==> config.mk <==
export PLATFORM = sky130hd
export DESIGN_NAME = cfa_ctrl
export DESIGN_NICKNAME = d
export VERILOG_FILES = /design/src/sv/cfa_pkg.sv /design/src/sv/cfa_ctrl.sv
export SDC_FILE = /design/constraint.sdc
export NUM_CORES = 1
export LEC_CHECK = 0
export ABC_AREA = 1
export BUFFER_PORTS_ARGS = -buffer_cell sky130_fd_sc_hd__clkbuf_2
export CORE_AREA = 2 2 39 41
export CTS_CLUSTER_SIZE = 14
export DETAILED_ROUTE_END_ITERATION = 8
export DIE_AREA = 0 0 41 43
export GPL_ROUTABILITY_DRIVEN = 0
export MAX_ROUTING_LAYER = met4
export PLACE_DENSITY_LB_ADDON = 0.3
export SETUP_SLACK_MARGIN = 0.5
export SYNTH_ARGS = -nofsm -noshare
export SYNTH_HDL_FRONTEND = slang
export SYNTH_SLANG_ARGS = --single-unit
==> constraint.sdc <==
create_clock -name clk -period 1.8 [get_ports clk]
set_input_delay 0.36 -clock clk [delete_from_list [all_inputs] [get_ports clk]]
set_output_delay 0.36 -clock clk [all_outputs]
set_load 0.05 [all_outputs]
==> src/sv/cfa_pkg.sv <==
// Package for the contiguous fit allocator: constants, policy codes, FSM states and
// the command/status structs between controller and datapath. No dependencies.
`default_nettype none
package cfa_pkg;
    localparam int MEM_WORDS_DEF = 1024;
    localparam int SIZE_W = 11;
    localparam int BASE_W = 10;

    typedef enum logic [1:0] {
        POL_FIRST = 2'd0,
        POL_NEXT  = 2'd1,
        POL_BEST  = 2'd2,
        POL_WORST = 2'd3
    } policy_t;

    typedef enum logic [0:0] {
        OP_ALLOC = 1'b0,
        OP_FREE  = 1'b1
    } op_t;

    typedef enum logic [3:0] {
        ST_CLEAR,
        ST_IDLE,
        ST_SCAN,
        ST_MARK,
        ST_FREE_RD,
        ST_FREE_WAIT,
        ST_FREE_CHK,
        ST_UNMARK,
        ST_DONE
    } state_t;

    typedef struct packed {
        logic load;        // capture the request
        logic clr_step;    // clear pass: write zero at pointer, advance
        logic scan_start;  // begin search
        logic scan_step;   // examine one word
        logic mark_step;   // write one word of the chosen block
        logic lut_read;    // read the length table at the free base
        logic unmark_step; // clear one word of the freed block
        logic finish_ok;   // build a granted result
        logic finish_bad;  // build a denied result
        logic out_load;    // load output register
    } cmd_t;

    typedef struct packed {
        logic clr_done;
        logic is_free;
        logic size_ok;
        logic scan_done;
        logic found;
        logic mark_done;
        logic len_ok;
        logic unmark_done;
        logic out_busy;
    } sts_t;
endpackage
`default_nettype wire

==> src/sv/cfa_ctrl.sv <==
// Controller state machine for the allocator.
// Depends on cfa_pkg for states, command and status structs.
`default_nettype none
module cfa_ctrl (
    input  wire logic          clk,
    input  wire logic          rst_n,
    input  wire logic          in_valid,
    output logic               in_ready,
    input  cfa_pkg::sts_t      sts,
    output cfa_pkg::cmd_t      cmd
);
    import cfa_pkg::*;

    state_t state_reg, state_next;

    // State register.
    always_ff @(posedge clk or negedge rst_n)
    begin
        if (!rst_n)
            state_reg <= ST_CLEAR;
        else
            state_reg <= state_next;
    end

    // Next state.
    always_comb
    begin
        state_next = state_reg;
        case (state_reg)
            ST_CLEAR:     if (sts.clr_done) state_next = ST_IDLE;
            ST_IDLE:
            begin
                if (in_valid)
                    state_next = ST_FREE_RD;
            end
            ST_FREE_RD:
            begin
                if (sts.is_free)
                    state_next = ST_FREE_WAIT;
                else if (sts.size_ok)
                    state_next = ST_SCAN;
                else
                    state_next = ST_DONE;
            end
            ST_FREE_WAIT: state_next = ST_FREE_CHK;
            ST_FREE_CHK:  state_next = sts.len_ok ? ST_UNMARK : ST_DONE;
            ST_UNMARK:    if (sts.unmark_done) state_next = ST_DONE;
            ST_SCAN:
            begin
                if (sts.scan_done)
                    state_next = sts.found ? ST_MARK : ST_DONE;
            end
            ST_MARK:      if (sts.mark_done) state_next = ST_DONE;
            ST_DONE:      if (!sts.out_busy) state_next = ST_IDLE;
            default:      state_next = ST_IDLE;
        endcase
    end

    // Outputs.
    always_comb
    begin
        cmd = '0;
        in_ready = 1'b0;
        case (state_reg)
            ST_CLEAR: cmd.clr_step = 1'b1;
            ST_IDLE:
            begin
                in_ready = 1'b1;
                cmd.load = in_valid;
            end
            ST_FREE_RD:
            begin
                cmd.lut_read = sts.is_free;
                cmd.scan_start = !sts.is_free && sts.size_ok;
                cmd.finish_bad = !sts.is_free && !sts.size_ok;
            end
            ST_FREE_WAIT: ;
            ST_FREE_CHK:  cmd.finish_bad = !sts.len_ok;
            ST_UNMARK:
            begin
                cmd.unmark_step = 1'b1;
                cmd.finish_ok = sts.unmark_done;
            end
            ST_SCAN:
            begin
                cmd.scan_step = 1'b1;
                cmd.finish_bad = sts.scan_done && !sts.found;
            end
            ST_MARK:
            begin
                cmd.mark_step = 1'b1;
                cmd.finish_ok = sts.mark_done;
            end
            ST_DONE:      cmd.out_load = !sts.out_busy;
            default: ;
        endcase
    end
endmodule
`default_nettype wire

== Yosys cells after proc, flatten, opt, wreduce, memory -nomap -nowiden ==
Index checks and enable logic that the tools add are counted.

* Equal/unequal tests: 14
* Muxes and demuxes: 22
* Reductions and logical operators: 10

{| class="wikitable"
|+ Operator list
! operator !! number
|-
| $mux W4 || 10
|-
| $pmux W4 S9 || 1
|-
| $eq A4 B3 Y1 const B || 4
|-
| $ne A2 B2 Y1 const B || 6
|-
| $mux W1 || 9
|-
| $eq A4 B2 Y1 const B || 2
|-
| $reduce_and A6 Y1 || 1
|-
| $logic_not A1 Y1 || 5
|-
| $eq A4 B1 Y1 const B || 1
|-
| $eq A4 B4 Y1 const B || 1
|-
| $logic_not A4 Y1 || 1
|-
| $logic_and A1 B1 Y1 || 3
|-
| $pmux W1 S3 || 1
|-
| $pmux W1 S2 || 1
|}

* Flip-flop bits (word level): 4
* Bits of input ports: 12
* Output and inout bits: 11
* Word-level logic and storage cells: 47

== Longest topological paths before layout ==
* Depth in word-level cells: 3
* Gate-level depth with buffers: 8
* Depth with buffers taken out: 8

== Worst setup path before layout ==
No wires, ideal clock.

* Kind: register to output
* Start: reg state_reg[2]
* End: out cmd[6] (netlist name)
* Data arrival time: 1,777 ps
* Data required time: 1,440 ps
* Setup slack: -337 ps
* Stages on the path, launching flop included: 4
* Path buffers: 0
* Path through: dfrtp_1 > nor2_2 > inv_1 > nor3_1

{| class="wikitable"
|+ RTL lines
! what !! line !! text
|-
| from (decl) || cfa_ctrl.sv:14 || <nowiki>state_t state_reg, state_next;</nowiki>
|-
| from (signal assigned) || cfa_ctrl.sv:22 || <nowiki>state_reg <= state_next;</nowiki>
|-
| to (decl) || cfa_ctrl.sv:10 || <nowiki>output cfa_pkg::cmd_t cmd</nowiki>
|}

==> results.json <==
{
  "first_global_vias": 609,
  "path_max_fanout": 7,
  "timing.slew.headroom_pct": 85.87,
  "fin_crit_sh_pct": 103.9,
  "io_buffers": 22,
  "slew_violations": 0,
  "cp.required_ns": 1.44,
  "clock_latency_ns": 0.24,
  "tritoncts": "yes",
  "num-fill-cells": 88,
  "nets": 144,
  "syn_area_per_cell_um2": 5.276,
  "num_io_pins": 23,
  "placementRows": 14,
  "critical_path.max_stage_delay_ns": 0.45,
  "largest_reg_flops": 4,
  "wl_per_cell_um": 13.14,
  "arrival_ns": 1.51,
  "vias_per_cell": 4.863,
  "cts_buffers": 3,
  "violations": "setup timing",
  "cp_top_family": "flip-flops",
  "drc_errors": 0,
  "finalSetupViolCount": 2,
  "period_needed_ns": 1.870,
  "rsz0062_at_grt": "true",
  "dieArea_mm2": 0.001763,
  "hold_class": "in -> reg",
  "synth-seq-cells": 4,
  "synthToLayoutAreaGrowth_pct": 151.7,
  "fmax_mhz": 534.7,
  "critPathSlowestCell": "dfrtp_2",
  "setup_ws_ns": -0.07013,
  "core_mm2": 0.001384,
  "clkTransAtPathRegs_ns": 0.04,
  "cts-root-to-sink-buffers": 2,
  "start_kind": "flop",
  "htreeDepth": 1,
  "placed_area_um2": 654.4,
  "status": "complete, but fails checks",
  "hold_violations": 0,
  "fin_util_pct": 79.66,
  "power_leakage_nw": 0.5641,
  "seq_area_frac_synth_pct": 22.86,
  "antenna_found_initial": 0,
  "stdcell_area_mm2": 0.001102,
  "pre_cts_slack_ns": 0.1219,
  "tightestPinTransition_ns": 0.2115,
  "start_util_pct": 31.65,
  "grt-ovfl-total": 0,
  "vdd_drop_max_mv": 1.137,
  "drive_gt1_share_pct": 67.69,
  "cts.sinks": 4,
  "grt_use_total_pct": 20.37,
  "syn_inst": 83,
  "finClkSkew_ns": 0.01068,
  "final_antenna_net_count": 0,
  "grt_first_pass_wirelength_um": 2415,
  "ys_warn_count": 0,
  "critPathBufInv": 1,
  "grt_max_degree": 9,
  "antenna_cells": 0,
  "dp_hpwl_um": 1009,
  "drv_cap": 0,
  "worstSetupPathType": "reg -> out",
  "synthesis.area_um2": 437.9,
  "wl_um": 1919,
  "crit_chain": "nor2_4 -> nand3b_1 -> o211ai_1 -> clkbuf_8",
  "p_per_area_mw_per_mm2": 1690,
  "die_y_um": 43,
  "hold_ws_ns": 0.4279,
  "synth_nets": 95,
  "cp-end-kind": "output port",
  "tns_ns": -0.1253,
  "dieWidth_um": 41,
  "detailedRoute.firstIterationViolations": 12,
  "synth_cell_type_count": 12,
  "root_buffer": "clkbuf_4",
  "dr.pass1.iters": 4,
  "vias": 710
}
[routing by layer]
metal	wire length (um)	track usage, %	up-vias
li1	-	-	353
met1	790	26.14	326
met2	1014	32.81	27
met3	79	1.571	4
met4	35	6.000	0
met5	0	-	-
[worst min-delay path, stage by stage]
cell      delay (ns)
clkbuf_2        0.12
nand3_2         0.11
nand2_1         0.05
[cells in the final DEF (no fill, tap or decap)]
cell           Yosys  layout
nand3_1            9       5
inv_4              0       1
dlygate4sd3_1      0       1
o22ai_4            0       1
buf_4              0      15
inv_1             17       9
nand3b_1           2       2
clkbuf_16          0       2
nand2_4            0       4
a21oi_1            2       2
nor2_1            16       4
nand2_2            0       6
inv_2              0       3
nand3_4            0       1
dfrtp_2            0       4
nor2_2             2       4
nor3_2             0       1
nand3_2            0       3
buf_6              0       6
nand4_1            3       3
o211ai_1           1       1
buf_8              0       7
clkinvlp_4         0       4
clkbuf_4           0       3
nand2_1           25      15
clkbuf_2           0      11
clkbuf_8           0       2
nor2_4             0      10
[repair_timing]
action	CTS	global route
endpoints found under the hold margin	4	0
setup buffers	13	8
hold buffers	1	0
gates resized for setup	39	36
endpoints found under the setup margin	13	15
pin swaps	7	10
[where the power goes]
group / leakage [nW] / switching, W / internal, W
Sequential: 0.0464 / 0.0000815 / 0.000137
Clock: 0.0138 / 0.0000413 / 0.0000749
Combinational: 0.504 / 0.000851 / 0.000677
Total: 0.564 / 0.000974 / 0.000889
[layout make-up]
| class | count | area [um^2] | area share (%) |
|---|---|---|---|
| flip-flops and latches | 4 | 105.1 | 9.535 |
| clock buffers | 3 | 22.52 | 2.043 |
| inverters | 17 | 81.33 | 7.378 |
| well taps | 16 | 20.02 | 1.816 |
| multi-input cells | 62 | 445.4 | 40.41 |
| repair buffers | 44 | 427.9 | 38.82 |
[worst paths after layout]
kind,cells past startpoint,from,endpoint,slack [ns]
hold reg to reg,3,state_reg[2],state_reg[3],0.65
min in group asynchronous,2,rst_n,state_reg[3],0.46
setup / recovery,4,state_reg[3],cmd[1],-0.07
setup reg to reg,8,state_reg[3],state_reg[2],0.31
max in group asynchronous,2,rst_n,state_reg[1],1.19
hold / removal,3,sts[0],state_reg[3],0.43
[logic make-up after synthesis]
family	share of synthesized area (%)
buf+inv	14.57
compound gates	5.430
flops	22.86
simple gates	57.14
[stage by stage]
step | std cells | power (W)
after floorplan | 83 | 0.0008770
after global placement | 121 | 0.001034
after detailed placement | 121 | 0.001036
after CTS | 138 | 0.001473
after global routing | 146 | 0.001967
final | 146 | 0.001863
[cell usage after synthesis]
cell type	number	area, um^2
nand2_1	25	93.84
o22ai_1	1	6.260
nor2_1	16	60.06
a21oi_1	2	10.01
o211ai_1	1	7.510
nand3_1	9	45.04
inv_1	17	63.81
dfrtp_1	4	100.1
nand3b_1	2	15.01
nor2_2	2	12.51
nand4_1	3	18.77
nor3_1	1	5.000
(Power assumes the default switching activity.)
